## config.mk

```make
export PLATFORM = sky130hd
export DESIGN_NAME = lru_session_cache
export DESIGN_NICKNAME = d
export VERILOG_FILES = /design/src/rtl/core/lru_sc_pkg.sv /design/src/rtl/core/lru_session_cache.sv
export SDC_FILE = /design/constraint.sdc
export NUM_CORES = 2
export LEC_CHECK = 0
export BUFFER_PORTS_ARGS = -buffer_cell sky130_fd_sc_hd__buf_2
export CORE_UTILIZATION = 59
export CTS_BUF_LIST = sky130_fd_sc_hd__clkbuf_2
export DETAILED_ROUTE_END_ITERATION = 12
export PLACE_DENSITY = 0.76
export SETUP_SLACK_MARGIN = 0.05
export SLEW_MARGIN = 20
export SYNTH_ARGS = -nofsm -noshare
export SYNTH_HDL_FRONTEND = slang
export SYNTH_SLANG_ARGS = --single-unit
```

## constraint.sdc

```tcl
create_clock -name clk -period 14.5 [get_ports clk]
set_input_delay 4.35 -clock clk [delete_from_list [all_inputs] [get_ports clk]]
set_output_delay 4.35 -clock clk [all_outputs]
set_load 0.01 [all_outputs]
```

## src/rtl/core/lru_sc_pkg.sv

```systemverilog
`timescale 1ns / 1ps
`default_nettype none
package lru_sc_pkg;
	localparam int ENTRIES    = 16;
	localparam int KEY_BITS   = 64;
	localparam int COUNT_BITS = 16;
	localparam int IDX_BITS   = (ENTRIES > 1) ? $clog2(ENTRIES) : 1;
	localparam int SLOT_W     = 4;

	localparam logic [COUNT_BITS-1:0] COUNT_MAX = {COUNT_BITS{1'b1}};

	// operation codes
	localparam logic [2:0] OP_ADD      = 3'd0;
	localparam logic [2:0] OP_LOOK_KEY = 3'd1;
	localparam logic [2:0] OP_LOOK_DSC = 3'd2;
	localparam logic [2:0] OP_CHK_DSC  = 3'd3;
	localparam logic [2:0] OP_DEL_KEY  = 3'd4;
	localparam logic [2:0] OP_EXPIRE   = 3'd5;

	// timer action codes
	localparam logic [1:0] TMR_NONE    = 2'd0;
	localparam logic [1:0] TMR_START   = 2'd1;
	localparam logic [1:0] TMR_RESTART = 2'd2;

	// stored slot contents
	typedef struct packed {
		logic [KEY_BITS-1:0] key;
		logic [31:0]         desc;
		logic [31:0]         auth;
		logic [15:0]         ver;
		logic [7:0]          hash;
		logic [7:0]          sign;
	} slot_data_t;
endpackage
`default_nettype wire

```

## src/rtl/core/lru_session_cache.sv

```systemverilog
// LRU session cache.
// Input channel (in_valid / in_stall) takes one operation word: opcode, key,
// descriptor, attribute fields and the expiry slot. Output channel
// (out_valid / out_stall) returns exactly one result word per operation:
// status, slot, timer action and, for add, lookup and check hits, the stored fields of the hit slot.
// Slot state lives in two synchronous memories (counters, slot data) with
// registered read outputs, plus a valid bit per slot held in flops.
// Each operation but expire sweeps all slots, reading one slot per cycle
// (add also writes back each decremented counter), then finishes once the
// output register is free; expire goes straight to the finish step. The
// next word is accepted in the cycle after the finish. The slot sweep sets
// the rate; one operation is swept at a time.
// in_stall is high while an operation is in progress. The result sits in an
// output register; while out_stall holds it, the next operation may still be
// accepted and swept, and its finish waits for the register to free up.
// Reset (arst_n low) clears all valid bits, so every slot reads as free with
// a zero counter; no clearing pass is needed.
`timescale 1ns / 1ps
`default_nettype none
module lru_session_cache (
	input  wire logic        clk,
	input  wire logic        arst_n,
	input  wire logic        in_valid,
	output logic             in_stall,
	input  wire logic [2:0]  opcode,
	input  wire logic [63:0] session_key,
	input  wire logic [31:0] descriptor,
	input  wire logic [31:0] auth_ident,
	input  wire logic [15:0] proto_version,
	input  wire logic [7:0]  hash_alg,
	input  wire logic [7:0]  sign_alg,
	input  wire logic [3:0]  expire_slot,
	output logic             out_valid,
	input  wire logic        out_stall,
	output logic             status,
	output logic [3:0]       slot,
	output logic [1:0]       timer_action,
	output logic [63:0]      found_key,
	output logic [31:0]      found_descriptor,
	output logic [31:0]      found_auth,
	output logic [15:0]      found_version,
	output logic [7:0]       found_hash,
	output logic [7:0]       found_sign
);
	localparam int IB = lru_sc_pkg::IDX_BITS;
	localparam int CB = lru_sc_pkg::COUNT_BITS;
	localparam int KB = lru_sc_pkg::KEY_BITS;

	typedef enum logic [1:0] {ST_IDLE, ST_SCAN, ST_FIN} state_t;
	state_t state_q;

	// memories
	logic [CB-1:0]          age_mem [lru_sc_pkg::ENTRIES];
	lru_sc_pkg::slot_data_t data_mem [lru_sc_pkg::ENTRIES];
	logic [lru_sc_pkg::ENTRIES-1:0] valid_q;

	// latched operation
	logic [2:0]             op_q;
	lru_sc_pkg::slot_data_t in_q;
	logic [3:0]             exp_q;

	// sweep control
	logic [IB:0]   rd_cnt_q;
	logic          rd_en;
	logic [IB-1:0] rd_addr;
	logic          p_valid_s1;
	logic [IB-1:0] p_idx_s1;
	logic          v_s1;
	logic [CB-1:0] age_s1;
	lru_sc_pkg::slot_data_t data_s1;

	// sweep results
	logic          found_q;
	logic [IB-1:0] fidx_q;
	lru_sc_pkg::slot_data_t cap_q;
	logic [CB-1:0] least_q;
	logic [IB-1:0] victim_q;

	// write ports
	logic          age_we;
	logic [IB-1:0] age_wa;
	logic [CB-1:0] age_wd;
	logic          data_we;

	// per-slot evaluation
	logic [CB-1:0] age_v, age_dec;
	logic          live, key_hit, dsc_hit, match;

	// finish result
	logic          res_status;
	logic [3:0]    res_slot;
	logic [1:0]    res_tmr;
	logic          res_show;

	// slot index to output width
	function automatic logic [lru_sc_pkg::SLOT_W-1:0] SLOT_W_CAST(input logic [IB-1:0] idx);
		logic [IB+lru_sc_pkg::SLOT_W-1:0] wide;
		wide = (IB+lru_sc_pkg::SLOT_W)'(idx);
		return wide[lru_sc_pkg::SLOT_W-1:0];
	endfunction

	assign rd_en   = (state_q == ST_SCAN) && (rd_cnt_q < (IB+1)'(lru_sc_pkg::ENTRIES));
	assign rd_addr = rd_cnt_q[IB-1:0];

	always_comb begin
		age_v   = v_s1 ? age_s1 : '0;
		live    = (age_v != '0);
		age_dec = live ? (age_v - CB'(1)) : age_v;
		key_hit = (data_s1.key == in_q.key);
		dsc_hit = (data_s1.desc == in_q.desc);
		match   = ((op_q == lru_sc_pkg::OP_LOOK_KEY) || (op_q == lru_sc_pkg::OP_DEL_KEY))
			? key_hit : dsc_hit;
	end

	logic fin_go;
	assign fin_go = (state_q == ST_FIN) && (!out_valid || !out_stall);

	// write port selection: decrement during an add sweep, final update at finish
	always_comb begin
		age_we  = 1'b0;
		age_wa  = p_idx_s1;
		age_wd  = age_dec;
		data_we = 1'b0;
		if (p_valid_s1 && op_q == lru_sc_pkg::OP_ADD && live) begin
			age_we = 1'b1;
		end
		if (fin_go) begin
			age_wd = lru_sc_pkg::COUNT_MAX;
			case (op_q)
				lru_sc_pkg::OP_ADD: begin
					age_we  = 1'b1;
					age_wa  = found_q ? fidx_q : victim_q;
					data_we = !found_q;
				end
				lru_sc_pkg::OP_LOOK_KEY, lru_sc_pkg::OP_LOOK_DSC: begin
					age_we = found_q;
					age_wa = fidx_q;
				end
				default: begin
					age_we = 1'b0;
				end
			endcase
		end
	end

	// memory ports
	always_ff @(posedge clk) begin
		if (rd_en) begin
			age_s1  <= age_mem[rd_addr];
			data_s1 <= data_mem[rd_addr];
		end
		if (age_we) begin
			age_mem[age_wa] <= age_wd;
		end
		if (data_we) begin
			data_mem[victim_q] <= in_q;
		end
	end

	// operation latch, no reset needed
	always_ff @(posedge clk) begin
		if (in_valid && !in_stall) begin
			op_q        <= opcode;
			in_q.key    <= session_key[KB-1:0];
			in_q.desc   <= descriptor;
			in_q.auth   <= auth_ident;
			in_q.ver    <= proto_version;
			in_q.hash   <= hash_alg;
			in_q.sign   <= sign_alg;
			exp_q       <= expire_slot;
		end
	end

	logic exp_ok;
	assign exp_ok = ({1'b0, exp_q} < 5'(lru_sc_pkg::ENTRIES)) || (lru_sc_pkg::ENTRIES > 16);

	// result word of the finish step
	always_comb begin
		res_status = 1'b0;
		res_slot   = '0;
		res_tmr    = lru_sc_pkg::TMR_NONE;
		res_show   = 1'b0;
		case (op_q)
			lru_sc_pkg::OP_ADD: begin
				if (found_q) begin
					res_status = 1'b1;
					res_slot   = SLOT_W_CAST(fidx_q);
					res_tmr    = lru_sc_pkg::TMR_RESTART;
					res_show   = 1'b1;
				end else begin
					res_slot = SLOT_W_CAST(victim_q);
					res_tmr  = lru_sc_pkg::TMR_START;
				end
			end
			lru_sc_pkg::OP_LOOK_KEY, lru_sc_pkg::OP_LOOK_DSC,
			lru_sc_pkg::OP_CHK_DSC: begin
				if (found_q) begin
					res_status = 1'b1;
					res_slot   = SLOT_W_CAST(fidx_q);
					res_show   = 1'b1;
				end
			end
			lru_sc_pkg::OP_DEL_KEY: begin
				if (found_q) begin
					res_status = 1'b1;
					res_slot   = SLOT_W_CAST(fidx_q);
				end
			end
			lru_sc_pkg::OP_EXPIRE: begin
				if (exp_ok) begin
					res_status = 1'b1;
					res_slot   = exp_q;
				end
			end
			default: begin
				res_status = 1'b0;
			end
		endcase
	end

	// control, sweep bookkeeping and registered outputs
	always_ff @(posedge clk or negedge arst_n) begin
		if (!arst_n) begin
			state_q      <= ST_IDLE;
			valid_q      <= '0;
			rd_cnt_q     <= '0;
			p_valid_s1   <= 1'b0;
			p_idx_s1     <= '0;
			v_s1         <= 1'b0;
			found_q      <= 1'b0;
			fidx_q       <= '0;
			least_q      <= '0;
			victim_q     <= '0;
			out_valid    <= 1'b0;
			status       <= 1'b0;
			slot         <= '0;
			timer_action <= lru_sc_pkg::TMR_NONE;
			found_key    <= '0;
			found_descriptor <= '0;
			found_auth   <= '0;
			found_version <= '0;
			found_hash   <= '0;
			found_sign   <= '0;
			cap_q        <= '0;
		end else begin
			if (out_valid && !out_stall && !fin_go) begin
				out_valid <= 1'b0;
			end
			p_valid_s1 <= rd_en;
			p_idx_s1   <= rd_addr;
			if (rd_en) begin
				v_s1     <= valid_q[rd_addr];
				rd_cnt_q <= rd_cnt_q + (IB+1)'(1);
			end
			case (state_q)
				ST_IDLE: begin
					if (in_valid) begin
						rd_cnt_q <= '0;
						found_q  <= 1'b0;
						least_q  <= lru_sc_pkg::COUNT_MAX;
						victim_q <= IB'(lru_sc_pkg::ENTRIES - 1);
						state_q  <= (opcode == lru_sc_pkg::OP_EXPIRE) ? ST_FIN : ST_SCAN;
					end
				end
				ST_SCAN: begin
					if (p_valid_s1) begin
						if (op_q == lru_sc_pkg::OP_ADD) begin
							// last live key match wins, victim is strict minimum
							if (live && key_hit) begin
								found_q <= 1'b1;
								fidx_q  <= p_idx_s1;
								cap_q   <= data_s1;
							end
							if (age_dec < least_q) begin
								least_q  <= age_dec;
								victim_q <= p_idx_s1;
							end
						end else if (live && match && !found_q) begin
							found_q <= 1'b1;
							fidx_q  <= p_idx_s1;
							cap_q   <= data_s1;
						end
						if (p_idx_s1 == IB'(lru_sc_pkg::ENTRIES - 1)) begin
							state_q <= ST_FIN;
						end
					end
				end
				ST_FIN: begin
					if (fin_go) begin
						state_q          <= ST_IDLE;
						out_valid        <= 1'b1;
						status           <= res_status;
						slot             <= res_slot;
						timer_action     <= res_tmr;
						found_key        <= res_show ? 64'(cap_q.key) : '0;
						found_descriptor <= res_show ? cap_q.desc : '0;
						found_auth       <= res_show ? cap_q.auth : '0;
						found_version    <= res_show ? cap_q.ver : '0;
						found_hash       <= res_show ? cap_q.hash : '0;
						found_sign       <= res_show ? cap_q.sign : '0;
						// slot liveness update
						case (op_q)
							lru_sc_pkg::OP_ADD: begin
								if (!found_q) begin
									valid_q[victim_q] <= 1'b1;
								end
							end
							lru_sc_pkg::OP_DEL_KEY: begin
								if (found_q) begin
									valid_q[fidx_q] <= 1'b0;
								end
							end
							lru_sc_pkg::OP_EXPIRE: begin
								if (exp_ok) begin
									valid_q[IB'(exp_q)] <= 1'b0;
								end
							end
							default: begin
								valid_q <= valid_q;
							end
						endcase
					end
				end
				default: begin
					state_q <= ST_IDLE;
				end
			endcase
		end
	end

	assign in_stall = (state_q != ST_IDLE);

	// a new result only ever comes out of the finish step
	a_res_from_fin: assert property (@(posedge clk) disable iff (!arst_n)
		$rose(out_valid) |-> $past(state_q) == ST_FIN)
		else $error("result without finish step");

	// a miss never carries stored fields
	a_miss_zero: assert property (@(posedge clk) disable iff (!arst_n)
		(out_valid && !status) |-> (found_key == '0 && found_descriptor == '0 &&
		found_auth == '0))
		else $error("miss with nonzero fields");

	// an accepted word blocks the input until its finish
	a_accept_busy: assert property (@(posedge clk) disable iff (!arst_n)
		(in_valid && !in_stall) |=> in_stall)
		else $error("input not blocked after accept");

	// timer code is never the unused value
	a_timer_code: assert property (@(posedge clk) disable iff (!arst_n)
		out_valid |-> timer_action != 2'd3)
		else $error("bad timer code");
endmodule
`default_nettype wire

```

==> key figures <==
Route
  – Antenna viol nets, final: 0
  – Wirelength per Cell: 30.0 um
  – Vias: 72342
  – DRC Markers: 0
  – Final wirelength: 334000 um
  – Detail-routed via count per cell: 6.52
  – Initial detailed-routing violation count: 9034
  – First drt pass iteration count: 7

STA
  – Worst slew pin tran: 1.33 ns
  – Slew Viols, Final: 0
  – Final TNS setup: 0 ns
  – RSZ-0062 raised after global routing: no
  – Fin crit share: 50.5%
  – Slew margin rel.: 11.4%
  – Fin crit period: 7.32 ns
  – F_max: 137 MHz
  – Final hold violations: 0
  – Skew final: 0.332 ns
  – Setup-failing EPs final: 0

Setup path
  – CP max FO: 8
  – Worst Path Arrival: 2.97 ns
  – Crit. End Element: output port
  – FF-to-FF path depth: 8
  – Critical path class: flip-flop to output port
  – Startpoint types: flip-flop
  – Crit path required time: 10.15 ns

Pwr
  – Cell internal pwr: 17.3 mW
  – Switching share of power: 31.2%
  – IR drop worst, VDD: 0.188 mV
  – Leakage power: 51.8 nW
  – Switching pwr: 7.83 mW
  – Clock share of power: 25.1%
  – Reg power frac: 51.0%
  – Combinational power share: 23.9%
  – PwrDens: 169 mW/mm^2

Yosys
  – Mean Syn Cell Area: 20.8 um^2
  – Syn Std Cell Area: 0.136 mm^2
  – Count leader, synth: edfxtp_1
  – Adder-cell share of the synthesized area: 0.164%
  – Seq/Total Area, Yosys: 76.7%
  – Async SR Flop Fraction: 10.8%
  – Post-Synth XOR/XNOR Area: 0.650%
  – Mux share of post-synthesis cell area: 14.9%
  – Cell taking the most area after synthesis: edfxtp_1
  – Flops & latches, synth: 3541
  – Main combinational cell family by area after synthesis: multiplexers
  – Synth Flop Type: edfxtp_1
  – Yosys warns: 0
  – Most instantiated cells after synthesis: 3159 x edfxtp_1, 885 x mux4_2, 461 x nand2_1, 382 x dfrtp_1, 298 x nand3_1
  – Synth Area in Compound Gates: 2.23%
  – Distinct cells, synth: 73
  – Post-Synth Simple-Gate Area: 4.11%
  – Post-synth EDFFs: 3159
  – Area share of the largest cell type after synthesis: 69.7%
  – Syn Inst Count: 6547
  – Largest cells by area after synthesis: edfxtp_1 70%, mux4_2 15%, dfrtp_1 7.0%, nand2_1 1.3%, nand3_1 1.1%
  – Synth Net Count: 6735

Clock tree
  – Clk root buf: clkbuf_2
  – Setup Fix Bufs, Post-CTS: 0
  – Resize count post-CTS: 0
  – Clk slew on worst S/H paths: 0.12 ns
  – Skew-Pair Late Insertion Delay: 2.16 ns
  – CTS H-tree depth: 6
  – Hold-fix buffers, CTS: 0
  – Max clock buf depth: 4
  – CTS tree: done
  – Total clock sinks: 3541
  – Total CTS buffers: 836

GRT
  – Largest net degree at the start of global routing: 156
  – Vias in the first global route: 73445
  – Gr usage total: 29.1%
  – Grt ovf: 0
  – Global-route wire length before repair: 488000 um
  – Initial antenna violation count: 16

Floorplanning
  – Die Y-Extent: 482 um
  – Core area: 0.228 mm^2
  – Cell Rows: 175
  – Die W: 482 um
  – Initial Util: 59.6%
  – # IOs: 340
  – Die area: 0.233 mm^2

Min path
  – Worst Hold Path Cells: 2
  – Worst hold path class: flip-flop to flip-flop

Final layout
  – Final nets: 7587
  – Fin cells: 11100
  – Area Growth Syn to Fin: 9.32%
  – Layout cell share with drive strength beyond 1: 33.8%

Placement
  – Number of port buffers: 339
  – Routability cong.: 0.869
  – Hpwl dp: 184000 um
  – Inst Count DP: 9570

Run status
  – Status: complete, no violations

Job
  – Maxcap violations: 0
[worst paths after layout]
check,start,endpoint,slack [ns]
max,state_q[1],in_stall,7.18
min,cap_q[44],found_auth[12],0.33
max reg2reg,in_q[128],cap_q[129],8.89
min reg2reg,cap_q[44],found_auth[12],0.33
max in group asynchronous,arst_n,cap_q[61],9.88
min in group asynchronous,arst_n,p_idx_s1[0],2.45
[logic make-up (layout without fill, tap and decap cells)]
family          Yosys count  count (layout)
simple gates           1130            1130
other cells               0              19
fa+ha+maj                18              18
mux                     915             915
xor+xnor                101             101
buf+inv                 453            1978
compound gates          389             389
flops                  3541            3541
[layer usage]
| metal | vias up | track usage, % | wire length (um) |
|---|---|---|---|
| li1 | 29502 | - | - |
| met1 | 37457 | 40.7 | 124000 |
| met2 | 4659 | 45.4 | 161000 |
| met3 | 710 | 5.99 | 35100 |
| met4 | 14 | 12.1 | 12600 |
| met5 | - | 0 | 103 |
[sequential cells by signal, summed over array words and instances, names as in the netlist, 32 cells and up]
name	cells
data_s1	160
in_q	160
data_mem	2560
age_mem	256
found_auth	32
found_descriptor	32
cap_q	160
found_key	64
[placed cells by master (no fill, tap or decap), drive strengths merged, types with 5 or more instances in the layout]
| cell type | count |
|---|---|
| bufinv | 5 |
| o21ai | 24 |
| and4 | 101 |
| nor2 | 84 |
| o22a | 13 |
| a31oi | 7 |
| diode | 19 |
| or3 | 8 |
| nor4 | 11 |
| edfxtp | 3159 |
| nand2b | 19 |
| inv | 45 |
| ha | 17 |
| a21oi | 13 |
| a22oi | 13 |
| or2 | 7 |
| nor2b | 12 |
| mux4 | 885 |
| nand2 | 462 |
| dfrtp | 382 |
| clkinv | 202 |
| xor2 | 19 |
| and3 | 7 |
| a21o | 8 |
| nor3 | 14 |
| mux2 | 7 |
| o211ai | 164 |
| nand4 | 91 |
| or4 | 5 |
| nand3 | 298 |
| clkbuf | 1274 |
| mux2i | 23 |
| a32oi | 103 |
| a211oi | 5 |
| buf | 445 |
| xnor2 | 82 |
| clkinvlp | 7 |
[power groups by stage]
stage          logic (mW)  registers (mW)  clock network, mW
2_1_floorplan        4.37            12.7                  0
3_3_place_gp         5.93            13.0                  0
3_5_place_dp         6.02            13.0                  0
4_1_cts              6.03            12.8               6.43
5_1_grt              6.31            12.9               6.93
6_report             5.99            12.8               6.30
[layout make-up]
class | count | area (um^2)
multi-input cells | 2553 | 30300
fillers | 14864 | 79500
flip-flops and latches | 3541 | 104000
diodes | 19 | 47.5
repair buffers | 445 | 2780
clock buffers | 1274 | 6380
clock inverters | 237 | 1120
inverters | 22 | 82.6
well taps | 3009 | 3760
[worst max-delay path, cell delays in order (launching register included)]
cell	delay, ns
dfrtp_1	0.51
or2_2	0.33
buf_2	0.14
[per-stage QoR]
stage	hold WS [ns]	area, um^2	total power, mW	util, %	setup slack (ns)
floorplan	0.352	136000	17.1	-	1.77
global placement	0.446	141000	18.9	61.9	5.29
detailed placement	0.452	141000	19.0	61.9	5.36
CTS	0.382	149000	25.3	65.2	6.93
global route	0.426	149000	26.1	65.2	6.96
finish	0.334	149000	25.1	65.2	7.18
No activity file was read; power rests on OpenSTA's default activity.
